$ cat config.mk
export PLATFORM = sky130hd
export DESIGN_NAME = convergence_window_detector
export DESIGN_NICKNAME = d
export VERILOG_FILES = /design/src/rtl/core/cwd_pkg.sv /design/src/rtl/core/cwd_ram.sv /design/src/rtl/core/cwd_tracker.sv /design/src/rtl/core/cwd_judge.sv /design/src/rtl/core/convergence_window_detector.sv
export SDC_FILE = /design/constraint.sdc
export NUM_CORES = 2
export LEC_CHECK = 0
export BUFFER_PORTS_ARGS = -buffer_cell sky130_fd_sc_hd__buf_4
export CORE_MARGIN = 5
export CORE_UTILIZATION = 25
export DETAILED_ROUTE_END_ITERATION = 6
export SLEW_MARGIN = 20
export SYNTH_ARGS = -nofsm -noshare
export SYNTH_HDL_FRONTEND = slang
export SYNTH_SLANG_ARGS = --single-unit
export TNS_END_PERCENT = 20
$ cat constraint.sdc
create_clock -name clk -period 10.14 [get_ports clk]
set_input_delay 1.014 -clock clk [delete_from_list [all_inputs] [get_ports clk]]
set_output_delay 1.014 -clock clk [all_outputs]
set_load 0.01 [all_outputs]
$ cat src/rtl/core/cwd_pkg.sv
// shared types and constants for the convergence window detector
// no dependencies; imported by every module under rtl/core except cwd_ram
package cwd_pkg;

    // default ring depth and register reset values
    localparam int MAX_HISTORY_DEF = 64;
    localparam logic [6:0] HIST_LEN_RESET = 7'd16;
    localparam logic [15:0] THRESHOLD_RESET = 16'd655;

    // configuration port widths and register indexes
    localparam int CFG_INDEX_W = 2;
    localparam int CFG_DATA_W = 16;
    localparam logic [CFG_INDEX_W-1:0] REG_HISTORY_LENGTH = 2'd0;
    localparam logic [CFG_INDEX_W-1:0] REG_THRESHOLD = 2'd1;

    // item operations
    localparam logic OP_VALUE = 1'b0;
    localparam logic OP_ADVANCE = 1'b1;

    // one tracked item handed from the tracker to the compare stage
    typedef struct packed {
        logic signed [31:0] cur;     // newest generation best, zero if none yet
        logic               full;    // window holds enough generations
        logic               err;     // advance with no value
        logic               fwd;     // reference slot written by this same item
        logic signed [31:0] fwd_val; // value written to the ring by this item
    } cwd_item_t;

endpackage

$ cat src/rtl/core/cwd_ram.sv
// generic single write port, single read port ram with registered read
// no dependencies
module cwd_ram #(
    parameter int WIDTH = 32,
    parameter int DEPTH = 64,
    localparam int ADDR_W = (DEPTH > 1) ? $clog2(DEPTH) : 1
) (
    input  logic              clk,
    input  logic              wr_en,
    input  logic [ADDR_W-1:0] wr_addr,
    input  logic [WIDTH-1:0]  wr_data,
    input  logic              rd_en,
    input  logic [ADDR_W-1:0] rd_addr,
    output logic [WIDTH-1:0]  rd_data
);

    logic [WIDTH-1:0] mem [DEPTH];

    // write port
    always_ff @(posedge clk)
    begin
        if (wr_en)
        begin
            mem[wr_addr] <= wr_data;
        end
    end

    // registered read, old data on a same-address write
    always_ff @(posedge clk)
    begin
        if (rd_en)
        begin
            rd_data <= mem[rd_addr];
        end
    end

endmodule

$ cat src/rtl/core/cwd_tracker.sv
// generation tracking: slot pointer, generation count, current best and ring access
// depends on cwd_pkg
module cwd_tracker #(
    parameter int MAX_HISTORY = cwd_pkg::MAX_HISTORY_DEF,
    localparam int IDX_W = $clog2(MAX_HISTORY)
) (
    input  logic               clk,
    input  logic               rst_n,
    input  logic               accept,
    input  logic               operation,
    input  logic signed [31:0] value,
    input  logic               restart,
    input  logic [6:0]         history_length,
    output logic               ram_wr_en,
    output logic [IDX_W-1:0]   ram_wr_addr,
    output logic [31:0]        ram_wr_data,
    output logic               ram_rd_en,
    output logic [IDX_W-1:0]   ram_rd_addr,
    output cwd_pkg::cwd_item_t item
);

    import cwd_pkg::*;

    localparam int N_W = $clog2(MAX_HISTORY + 1);
    localparam int CNT_W = $clog2(MAX_HISTORY + 2);

    logic [IDX_W-1:0]   slot_reg, slot_next;
    logic [CNT_W-1:0]   gen_cnt_reg, gen_cnt_next;
    logic               awaiting_reg, awaiting_next;
    logic signed [31:0] best_reg, best_next;

    logic [N_W-1:0]     win_len;
    logic [N_W-1:0]     slot_inc;
    logic [IDX_W-1:0]   slot_succ;
    logic               write_slot;
    logic               adv_err;

    // window length in use, at least one and clamped to the ring depth
    always_comb
    begin
        if (history_length == 7'd0)
        begin
            win_len = N_W'(1);
        end
        else if (int'(history_length) > MAX_HISTORY)
        begin
            win_len = N_W'(MAX_HISTORY);
        end
        else
        begin
            win_len = N_W'(history_length);
        end
    end

    // following slot with wrap at the window length
    always_comb
    begin
        slot_inc = N_W'(slot_reg) + N_W'(1);
        slot_succ = (slot_inc >= win_len) ? '0 : slot_inc[IDX_W-1:0];
    end

    // next state and ring access for the item on the input
    always_comb
    begin
        slot_next = slot_reg;
        gen_cnt_next = gen_cnt_reg;
        awaiting_next = awaiting_reg;
        best_next = best_reg;
        write_slot = 1'b0;
        adv_err = 1'b0;
        ram_rd_addr = slot_succ;

        case (operation)
            OP_VALUE:
            begin
                write_slot = 1'b1;
                awaiting_next = 1'b0;
                if (awaiting_reg)
                begin
                    best_next = value;
                    if (gen_cnt_reg < CNT_W'(MAX_HISTORY + 1))
                    begin
                        gen_cnt_next = gen_cnt_reg + CNT_W'(1);
                    end
                end
                else if (value < best_reg)
                begin
                    best_next = value;
                end
            end
            OP_ADVANCE:
            begin
                if (awaiting_reg)
                begin
                    // nothing submitted: oldest is the slot about to be written
                    adv_err = 1'b1;
                    ram_rd_addr = slot_reg;
                end
                else
                begin
                    slot_next = slot_succ;
                    awaiting_next = 1'b1;
                end
            end
            default:
            begin
                adv_err = 1'b0;
            end
        endcase
    end

    assign ram_wr_en = accept && write_slot;
    assign ram_wr_addr = slot_reg;
    assign ram_wr_data = best_next;
    assign ram_rd_en = accept;

    // item summary for the compare stage
    always_comb
    begin
        item.cur = (gen_cnt_next != '0) ? best_next : 32'sd0;
        item.full = (gen_cnt_next >= (CNT_W'(win_len) + CNT_W'(1)));
        item.err = adv_err;
        item.fwd = write_slot && (ram_rd_addr == slot_reg);
        item.fwd_val = best_next;
    end

    // tracking state, restarted by a history length write
    always_ff @(posedge clk or negedge rst_n)
    begin
        if (!rst_n)
        begin
            slot_reg <= '0;
            gen_cnt_reg <= '0;
            awaiting_reg <= 1'b1;
        end
        else if (restart)
        begin
            slot_reg <= '0;
            gen_cnt_reg <= '0;
            awaiting_reg <= 1'b1;
        end
        else if (accept)
        begin
            slot_reg <= slot_next;
            gen_cnt_reg <= gen_cnt_next;
            awaiting_reg <= awaiting_next;
        end
    end

    // current best, meaningful once a value has been taken
    always_ff @(posedge clk)
    begin
        if (accept)
        begin
            best_reg <= best_next;
        end
    end

endmodule

$ cat src/rtl/core/cwd_judge.sv
// compare stage: relative difference test and output register
// depends on cwd_pkg
module cwd_judge (
    input  logic               clk,
    input  logic               rst_n,
    input  logic               load,
    input  cwd_pkg::cwd_item_t item,
    input  logic [31:0]        rd_data,
    input  logic [15:0]        threshold,
    output logic               ready,
    output logic               out_valid,
    input  logic               out_ready,
    output logic               finished,
    output logic               advance_error,
    output logic signed [31:0] current_best,
    output logic signed [31:0] reference_best
);

    import cwd_pkg::*;

    logic               s1_valid_reg;
    cwd_item_t          s1_item_reg;
    logic               s1_move;

    logic signed [31:0] ref_val;
    logic [32:0]        delta;
    logic [32:0]        diff;
    logic [31:0]        mag;
    logic [48:0]        lhs;
    logic [47:0]        rhs;
    logic               fin;

    logic               out_valid_reg;
    logic               finished_reg;
    logic               advance_error_reg;
    logic signed [31:0] current_best_reg;
    logic signed [31:0] reference_best_reg;

    // stage flow: the compare stage empties into the output register
    assign s1_move = s1_valid_reg && (!out_valid_reg || out_ready);
    assign ready = !s1_valid_reg || s1_move;

    // reference is zero until the window is full, else from the ring, or the value this item wrote
    always_comb
    begin
        if (!s1_item_reg.full)
        begin
            ref_val = 32'sd0;
        end
        else if (s1_item_reg.fwd)
        begin
            ref_val = s1_item_reg.fwd_val;
        end
        else
        begin
            ref_val = rd_data;
        end
    end

    // |cur - ref| < thr * |ref| with thr in Q0.16, or cur equal to ref
    always_comb
    begin
        delta = {s1_item_reg.cur[31], s1_item_reg.cur} - {ref_val[31], ref_val};
        diff = delta[32] ? (~delta + 33'd1) : delta;
        mag = ref_val[31] ? (~ref_val + 32'd1) : ref_val;
        lhs = {diff, 16'd0};
        rhs = 48'(threshold) * 48'(mag);
        fin = s1_item_reg.full && ((diff == 33'd0) || (lhs < 49'(rhs)));
    end

    // compare stage valid
    always_ff @(posedge clk or negedge rst_n)
    begin
        if (!rst_n)
        begin
            s1_valid_reg <= 1'b0;
        end
        else if (load)
        begin
            s1_valid_reg <= 1'b1;
        end
        else if (s1_move)
        begin
            s1_valid_reg <= 1'b0;
        end
    end

    // compare stage payload
    always_ff @(posedge clk)
    begin
        if (load)
        begin
            s1_item_reg <= item;
        end
    end

    // output valid
    always_ff @(posedge clk or negedge rst_n)
    begin
        if (!rst_n)
        begin
            out_valid_reg <= 1'b0;
        end
        else if (s1_move)
        begin
            out_valid_reg <= 1'b1;
        end
        else if (out_ready)
        begin
            out_valid_reg <= 1'b0;
        end
    end

    // output payload
    always_ff @(posedge clk)
    begin
        if (s1_move)
        begin
            finished_reg <= fin;
            advance_error_reg <= s1_item_reg.err;
            current_best_reg <= s1_item_reg.cur;
            reference_best_reg <= ref_val;
        end
    end

    assign out_valid = out_valid_reg;
    assign finished = finished_reg;
    assign advance_error = advance_error_reg;
    assign current_best = current_best_reg;
    assign reference_best = reference_best_reg;

endmodule

$ cat src/rtl/core/convergence_window_detector.sv
// top level of the convergence window detector
// depends on cwd_pkg, cwd_tracker, cwd_ram and cwd_judge
//
// Input channel (in_valid/in_ready) carries operation and value: a value
// transfer sets or lowers the best of the current generation, an advance transfer
// closes it. Every input transfer gives exactly one result transfer on the
// output channel (out_valid/out_ready) with finished, advance_error,
// current_best and reference_best.
// The compare stage takes the item at the input transfer edge and the output
// register takes the result from it whenever the output register is free.
// Throughput: one item per cycle while the receiver does not stall, set by
// the single-port ring read for the reference slot and one 16x32 multiply
// in the compare stage.
// When the receiver stalls, the output register holds its result and the
// compare stage keeps one more item; in_ready drops only once both are full.
// Configuration (cfg_valid/cfg_ready, cfg_index, cfg_data) is always ready;
// index 0 sets history_length and restarts tracking, index 1 sets the
// threshold, other indexes are ignored. Write it only while idle.
// Reset clears both pipeline stages, the slot pointer and generation count,
// and loads history_length 16 and threshold 655. The ring needs no clearing:
// a slot is only read as reference after it has been written.
module convergence_window_detector #(
    parameter int MAX_HISTORY = cwd_pkg::MAX_HISTORY_DEF
) (
    input  logic                            clk,
    input  logic                            rst_n,
    input  logic                            in_valid,
    output logic                            in_ready,
    input  logic                            operation,
    input  logic signed [31:0]              value,
    output logic                            out_valid,
    input  logic                            out_ready,
    output logic                            finished,
    output logic                            advance_error,
    output logic signed [31:0]              current_best,
    output logic signed [31:0]              reference_best,
    input  logic                            cfg_valid,
    output logic                            cfg_ready,
    input  logic [cwd_pkg::CFG_INDEX_W-1:0] cfg_index,
    input  logic [cwd_pkg::CFG_DATA_W-1:0]  cfg_data
);

    import cwd_pkg::*;

    localparam int IDX_W = $clog2(MAX_HISTORY);

    logic             in_accept;
    logic             cfg_accept;
    logic             restart;
    logic [6:0]       hist_len_reg;
    logic [15:0]      threshold_reg;

    logic             ram_wr_en;
    logic [IDX_W-1:0] ram_wr_addr;
    logic [31:0]      ram_wr_data;
    logic             ram_rd_en;
    logic [IDX_W-1:0] ram_rd_addr;
    logic [31:0]      ram_rd_data;
    cwd_item_t        item;

    assign cfg_ready = 1'b1;
    assign cfg_accept = cfg_valid && cfg_ready;
    assign restart = cfg_accept && (cfg_index == REG_HISTORY_LENGTH);
    assign in_accept = in_valid && in_ready;

    // configuration registers
    always_ff @(posedge clk or negedge rst_n)
    begin
        if (!rst_n)
        begin
            hist_len_reg <= HIST_LEN_RESET;
            threshold_reg <= THRESHOLD_RESET;
        end
        else if (cfg_accept)
        begin
            case (cfg_index)
                REG_HISTORY_LENGTH: hist_len_reg <= cfg_data[6:0];
                REG_THRESHOLD:      threshold_reg <= cfg_data;
                default:            hist_len_reg <= hist_len_reg;
            endcase
        end
    end

    // generation tracking
    cwd_tracker #(
        .MAX_HISTORY (MAX_HISTORY)
    ) u_tracker (
        .clk            (clk),
        .rst_n          (rst_n),
        .accept         (in_accept),
        .operation      (operation),
        .value          (value),
        .restart        (restart),
        .history_length (hist_len_reg),
        .ram_wr_en      (ram_wr_en),
        .ram_wr_addr    (ram_wr_addr),
        .ram_wr_data    (ram_wr_data),
        .ram_rd_en      (ram_rd_en),
        .ram_rd_addr    (ram_rd_addr),
        .item           (item)
    );

    // history ring
    cwd_ram #(
        .WIDTH (32),
        .DEPTH (MAX_HISTORY)
    ) u_ring (
        .clk     (clk),
        .wr_en   (ram_wr_en),
        .wr_addr (ram_wr_addr),
        .wr_data (ram_wr_data),
        .rd_en   (ram_rd_en),
        .rd_addr (ram_rd_addr),
        .rd_data (ram_rd_data)
    );

    // convergence test and result register
    cwd_judge u_judge (
        .clk            (clk),
        .rst_n          (rst_n),
        .load           (in_accept),
        .item           (item),
        .rd_data        (ram_rd_data),
        .threshold      (threshold_reg),
        .ready          (in_ready),
        .out_valid      (out_valid),
        .out_ready      (out_ready),
        .finished       (finished),
        .advance_error  (advance_error),
        .current_best   (current_best),
        .reference_best (reference_best)
    );

    // an error is only ever raised by an advance
    a_err_on_advance: assert property (@(posedge clk) disable iff (!rst_n)
        in_accept && item.err |-> operation == OP_ADVANCE)
        else $error("advance error flagged on a value transfer");

    // input only stalls when the output register is occupied
    a_stall_needs_output: assert property (@(posedge clk) disable iff (!rst_n)
        !in_ready |-> out_valid)
        else $error("input stalled with an empty output register");

    // a zero reference can only be reported as converged against zero
    a_zero_ref_finish: assert property (@(posedge clk) disable iff (!rst_n)
        out_valid && finished && reference_best == 32'sd0 |-> current_best == 32'sd0)
        else $error("finished against zero reference with nonzero current");

    // a value transfer never produces an advance error result
    a_value_no_err: assert property (@(posedge clk) disable iff (!rst_n)
        in_accept && operation == OP_VALUE |=> !item.err || in_accept)
        else $error("error flag on value path");

endmodule
### After elaboration in Yosys (flattened, before gate mapping)

Memory sizes are Yosys's and may differ from the RTL's. A register that Yosys moved wholly into a read port is not among the register bits.
Index checks and enable logic that the tools add are counted.

| operators by class | value |
|---|---|
| add/subtract/negate cells | 6 |
| multiply operators | 1 |
| order comparisons | 6 |
| equal/unequal tests | 2 |
| mux-type cells | 31 |
| bitwise operators | 3 |
| reduce and logical (&&, ||, !) cells | 22 |

Operators with widths:

| cell | count |
|---|---|
| $mux W32 | 6 |
| $lt A49 B48 Y1 | 1 |
| $mux W7 | 7 |
| $mul A16 B32 Y48 | 1 |
| $mux W6 | 6 |
| $add A33 B1 Y33 const B | 1 |
| $logic_not A33 Y1 | 1 |
| $mux W33 | 1 |
| $not A33 Y33 | 1 |
| $sub A32 B32 Y33 | 1 |
| $add A32 B1 Y32 const B | 1 |
| $lt A32 B32 Y1 | 1 |
| $not A32 Y32 | 1 |
| $add A7 B1 Y7 const B | 2 |
| $ge A7 B7 Y1 | 2 |
| $mux W1 | 10 |
| $reduce_bool A2 Y1 | 4 |
| $add A6 B1 Y7 const B | 1 |
| $gt A7 B7 Y1 const B | 1 |
| $logic_not A7 Y1 | 1 |
| $lt A7 B7 Y1 const B | 1 |
| $reduce_bool A7 Y1 | 1 |
| $eq A6 B6 Y1 | 1 |
| $logic_and A1 B1 Y1 | 6 |
| 7 further kinds | 12 |

| word-level totals | value |
|---|---|
| bits in registers | 172 |
| memory bits (writable) | 2048 |
| output and inout port bits | 69 |
| word-level logic and storage cells | 88 |
| memories kept | 1 |

Memory list:

| memory | words | bits a word | read ports | clocked after memory_dff | write ports | line | text |
|---|---|---|---|---|---|---|---|
| u_ring.mem | 64 | 32 | 1 | 1 | 1 | cwd_ram.sv:17 | `logic [WIDTH-1:0] mem [DEPTH];` |

### Depth between registers and ports, before layout

| logic depth | value |
|---|---|
| depth in word-level cells | 9 |
| gate-level depth with buffers | 51 |
| gate-level depth less buffers | 47 |

### Cells and area by module

Synthesis repeated with hierarchy kept, for this count alone.

| second synthesis, totals | value |
|---|---|
| cell total of the unflattened synthesis | 6679 |
| area, all modules | 109864.1 µm² |

Modules (own cells, without submodules):

| module | instances | cells an instance | area each (µm²) | sequential area each (µm²) |
|---|---|---|---|---|
| cwd_ram | 1 | 3324 | 78835.6 | 62459.9 |
| cwd_judge | 1 | 2780 | 25376.8 | 4043.9 |
| cwd_tracker | 1 | 523 | 4740.8 | 1312.5 |
| convergence_window_detector | 1 | 52 | 910.9 | 584.3 |

### Least setup slack after synthesis

OpenSTA, ideal clock, no wires.

| path | value |
|---|---|
| kind | register to register |
| start | register u_judge.s1_item_reg[32] in the netlist's numbering |
| end | register u_judge.finished_reg (netlist: u_judge.finished) (data pin) |
| arrival time | 10274 ps |
| data required time | 9881 ps |
| slack | -393 ps |
| cell stages (with the launch flop) | 44 |
| path buffers | 6 |
| period minus slack after synthesis | 10533 ps |
| cell sequence | edfxtp_1 buf_2 buf_2 buf_1 buf_1 mux2_2 and2_1 inv_1 clkbuf_1 a21oi_1 xnor2_1 clkbuf_1 nand2_1 fa_1 fa_1 inv_1 fa_1 inv_1 [8 not listed] a21oi_1 o22a_1 a221o_1 a21oi_1 o21bai_1 a21oi_1 xor2_1 ha_1 nand4_1 nor2_1 nand3_1 nor4_1 nand4_1 a2111oi_0 a21oi_1 o221ai_1 a31o_2 a21oi_1 |

| between the ends | value |
|---|---|
| longest elaborated chain between the ends | 9 |
| elaborated cells on any way between the ends | 14 |
| those cells by class | 3 x add/sub; 1 x mul; 1 x order compare; 4 x mux; 2 x bitwise; 3 x reduce/logical |

RTL lines:

| element | line | text |
|---|---|---|
| from (decl) | cwd_judge.sv:22 | `cwd_item_t s1_item_reg;` |
| from (signal assigned) | cwd_judge.sv:93 | `s1_item_reg <= item;` |
| $mux W32 * | cwd_judge.sv:50 | `else if (s1_item_reg.fwd)` |
| $mux W32 * | cwd_judge.sv:46 | `if (!s1_item_reg.full)` |
| $not A32 Y32 or $sub A32 B32 Y33 (tied branches) | cwd_judge.sv:65, cwd_judge.sv:63 |  |
| $add A32 B1 Y32 or $not A33 Y33 (tied branches) | cwd_judge.sv:65, cwd_judge.sv:64 |  |
| $mux W32 or $add A33 B1 Y33 (tied branches) | cwd_judge.sv:65, cwd_judge.sv:64 |  |
| $mul A16 B32 Y48 or $mux W33 (tied branches) | cwd_judge.sv:67, cwd_judge.sv:64 |  |
| $lt A49 B48 Y1 or $logic_not A33 Y1 (tied branches) | cwd_judge.sv:68 | `fin = s1_item_reg.full && ((diff == 33'd0) \|\| (lhs < 49'(rhs)));` |
| $logic_or A1 B1 Y1 * | cwd_judge.sv:68 |  |
| $logic_and A1 B1 Y1 * | cwd_judge.sv:68 |  |
| named net u_judge.fin | cwd_judge.sv:31 | `logic fin;` |
| to (signal assigned) | cwd_judge.sv:119 | `finished_reg <= fin;` |
| to (decl) | cwd_judge.sv:34 | `logic finished_reg;` |

The timed path passes the listed nets; every way through them passes the cells marked *.
A chain may end at the register's enable or synchronous reset.

### Worst setup path in the final report

| path | value |
|---|---|
| start | register u_judge.s1_item_reg[32] in the netlist's numbering |
| end | register u_judge.finished_reg (netlist: u_judge.finished) (data pin) |

| between the ends | value |
|---|---|
| longest elaborated chain between the ends | 9 |
| elaborated cells on any way between the ends | 14 |
| those cells by class | 3 x add/sub; 1 x mul; 1 x order compare; 4 x mux; 2 x bitwise; 3 x reduce/logical |

RTL lines:

| element | line | text |
|---|---|---|
| $mux W32 * | cwd_judge.sv:50 |  |
| $mux W32 * | cwd_judge.sv:46 |  |
| named net u_judge.ref_val[6] | cwd_judge.sv:25 | `logic signed [31:0] ref_val;` |
| $not A32 Y32 or $sub A32 B32 Y33 (tied branches) | cwd_judge.sv:65, cwd_judge.sv:63 |  |
| $add A32 B1 Y32 or $not A33 Y33 (tied branches) | cwd_judge.sv:65, cwd_judge.sv:64 |  |
| $mux W32 or $add A33 B1 Y33 (tied branches) | cwd_judge.sv:65, cwd_judge.sv:64 |  |
| $mul A16 B32 Y48 or $mux W33 (tied branches) | cwd_judge.sv:67, cwd_judge.sv:64 |  |
| $lt A49 B48 Y1 or $logic_not A33 Y1 (tied branches) | cwd_judge.sv:68 |  |
| $logic_or A1 B1 Y1 * | cwd_judge.sv:68 |  |
| $logic_and A1 B1 Y1 * | cwd_judge.sv:68 |  |
| named net u_judge.fin | cwd_judge.sv:31 |  |

Marks and branches as above.

==> run summary <==
- top fanout value on the critical path: 6
- ranking of synthesized cells by instance count: nand2_1 (2,315), edfxtp_1 (2,213), nand3_1 (694), inv_1 (535), fa_1 (419)
- final standard cell area without fillers: 129,600 µm²
- number of levels in the clock H-tree: 4
- share of layout cells above drive strength 1: 0.1230
- crit path capture type: flip-flop
- Mapped Area: 111,200 µm²
- placement row count: 245
- vias: 75.17k
- Max Buffers Root-to-Sink: 4
- maximum number of pins on one net before global-route repair: 150
- post-route DRC violation count: 0
- Slew @ Worst Pin: 1.205 ns
- EDFF count, synth: 2,213
- First DRT Iteration DRCs: 9,032
- number of warnings reported in the yosys synthesis log: 0
- total placed instance area: 121,700 µm²
- wire length of the first global-routing pass: 498.0 mm
- worst min-delay path category: primary input to asynchronous set/reset pin
- hold buffer count at cts: 0
- post-route fraction of the period consumed by the critical path: 0.9835
- number of flip-flops and latches in the synthesized netlist: 2,252
- via density per instance: 4.800
- outcome: complete, no violations
- final net count: 10.24k
- most frequent cell on the critical path: fa_1
- Achievable Freq: 0.1003 GHz
- clock latency on the worst-skew pair: 0.94 ns
- area added between synthesis and finish: 16.55%
- crit start category: flip-flop
- Clock Sinks: 2,252
- required time of the critical path: 10.88 ns
- setup slack of the most critical reg-to-reg path: 0.17 ns
- gate count after technology mapping: 9,251
- DP Wirelength: 210.3 mm
- async set or reset register ratio after synthesis: 0.01732
- signal arrival time at the worst endpoint: 10.71 ns
- leading area contributor after synthesis: edfxtp_1
- reported max-cap violation count: 0
- vias in the first global route: 71.57k
- fin. max-slew vios: 0
- number of placed I/O pins: 125
- overall fraction of global-route tracks in use: 0.1433
- wire length per cell after detailed routing: 21.83 µm
- relative slew slack: 0.1882
- sequential element share of the synthesized area: 0.6064
- Die Span X: 677.0 µm
- count of buffers from port buffering: 123
- antenna violations before repair: 40
- detailed-route wire length on metal 1: 146.9 mm
- total CTS buffers: 230
- die area: 458,300 µm²
- final antenna-violating net count: 0
- CP Class: flip-flop to flip-flop
- initial core utilization: 0.2504
- Highest Signal Layer: met5
- clock transition at the registers of the reported paths: 0.09 ns
- top_reg_cell synth: edfxtp_1
- Vert. Die Dim: 677.0 µm
- clock tree from TritonCTS: yes
- average cell area after synthesis: 12.02 µm²
- overall routed net length: 341.8 mm
- top-count cell post-synth: nand2_1
- final hold viol count: 0
- count of filler cells inserted in the layout: 44.84k
- DR WL met2: 157.2 mm
- number of flip-flops under the largest register name: 2,048
- number of distinct library cell variants in the gate-level netlist after synthesis: 102
- largest incremental delay on the critical path: 0.55 ns
- ranking of synthesized cells by area: edfxtp_1 (60%), nand2_1 (7.8%), fa_1 (7.5%)
- Congestion Overflow GR: 0
- minimum clock period after layout: 9.972 ns
- area share of the largest cell type after synthesis: 0.5976
- Clock Skews: 0.1246 ns
- GPL Wtd Cong: 0.8760
- setup repair after global routing missed its margin: yes
- Syn Nets: 9,960
- First-pass DRT Iterations: 5
- routed length on met3: 27.54 mm
- cell at the slowest stage of the critical path: fa_1
- buffer cell driving the clock tree root: clkbuf_16
- Setup-failing EPs final: 0
- core footprint: 444,200 µm²
==> area by class of cell <==
| cell class | count | area (µm²) | area share |
|---|---|---|---|
| clock inverter | 140 | 1306 | 0.01008 |
| antenna | 24 | 60.06 | 0.0004634 |
| multi-input combinational | 5932 | 40640 | 0.3135 |
| timing repair buffer | 579 | 4772 | 0.03682 |
| tap | 5928 | 7417 | 0.05723 |
| sequential | 2252 | 67440 | 0.5203 |
| clock buffer | 268 | 5962 | 0.04600 |
| inverter | 537 | 2018 | 0.01557 |
==> critical path: cells and delay by family (launching register included) <==
kind / cells / cell delay [ns]
buffers and inverters: 13 / 1.45
and+or+nand+nor: 9 / 1.39
adders and majority gates: 8 / 3.56
AOI/OAI and AO/OA: 14 / 2.38
DFF: 1 / 0.52
muxes: 1 / 0.30
xor gates and xnor gates: 2 / 0.24
==> kinds of logic (layout without fill, tap and decap cells) <==
group	Yosys count	in the layout	share of synthesized area
flip-flops	2252	2252	0.6064
XOR/XNOR	136	136	0.01085
other	1	25	0.00003372
multiplexers	319	319	0.02994
AND/OR/NAND/NOR	3832	3832	0.1522
AO/OA/AOI/OAI	991	991	0.06118
adder cells (fa/ha/maj)	653	653	0.1018
buffers and inverters	1067	1524	0.03765
==> layer usage <==
layer | vias to the layer above | GRT usage
li1 | 33280 | -
met2 | 3140 | 0.2286
met4 | 16 | 0.04210
met3 | 497 | 0.02161
met1 | 38240 | 0.2014
met5 | - | 0
==> final timing paths <==
kind                                         start                       end  cells after the start
min                                          rst_n         threshold_reg[13]                      1
max                        u_judge.s1_item_reg[32]          u_judge.finished                     47
min reg2reg                u_judge.s1_item_reg[59]  u_judge.current_best[24]                      0
min in group clk                          in_valid      u_judge.s1_valid_reg                      2
max in group asynchronous                    rst_n  u_tracker.ram_wr_addr[2]                      1
max reg2reg                u_judge.s1_item_reg[32]          u_judge.finished                     47
==> cell usage in the layout, fill, tap and decap left out, types with 68 or more instances in the layout <==
cell type  Yosys  layout
nand3_1      694     691
a21oi_1      296     283
buf_4          2     539
nor2_1       181     111
edfxtp_1    2213    2213
ha_1         234     228
mux2_2        89      85
a31oi_1       72      71
fa_1         419     411
nor2_4         1      68
nor3_1       115     111
a21o_1        78      77
xnor2_1       84      74
inv_1        535     526
a311oi_1     150     150
and2_1       233     228
o21ai_0      107      99
clkbuf_16      0     233
nand2_1     2315    2308
mux2i_1      228     228
and3_1       125     121
==> metrics by stage <==
stage	utilization	worst slack [ns]	instances	hold WS [ns]	setup TNS, ns
floorplan	-	0.01937	9251	0.4003	0
global placement	0.2739	-0.3290	15210	0.4665	-0.3290
detailed placement	0.2739	-0.4867	15210	0.4766	-0.4867
CTS	0.2906	0.01408	15620	0.1467	0
global route	0.2917	-0.3271	15650	0.2036	-0.3271
finish	0.2918	0.1676	15660	0.1667	0
==> what timing repair did <==
item                       in CTS  in global routing
resized for setup              28                 91
buffers inserted                5                 14
setup endpoints to repair       1                  1
pin swaps                      19                 94
gates cloned                    0                  1
Power is left out: the tool's default activity adds up to more than one toggle a clock period on the data nets, which glitch-free logic cannot reach.
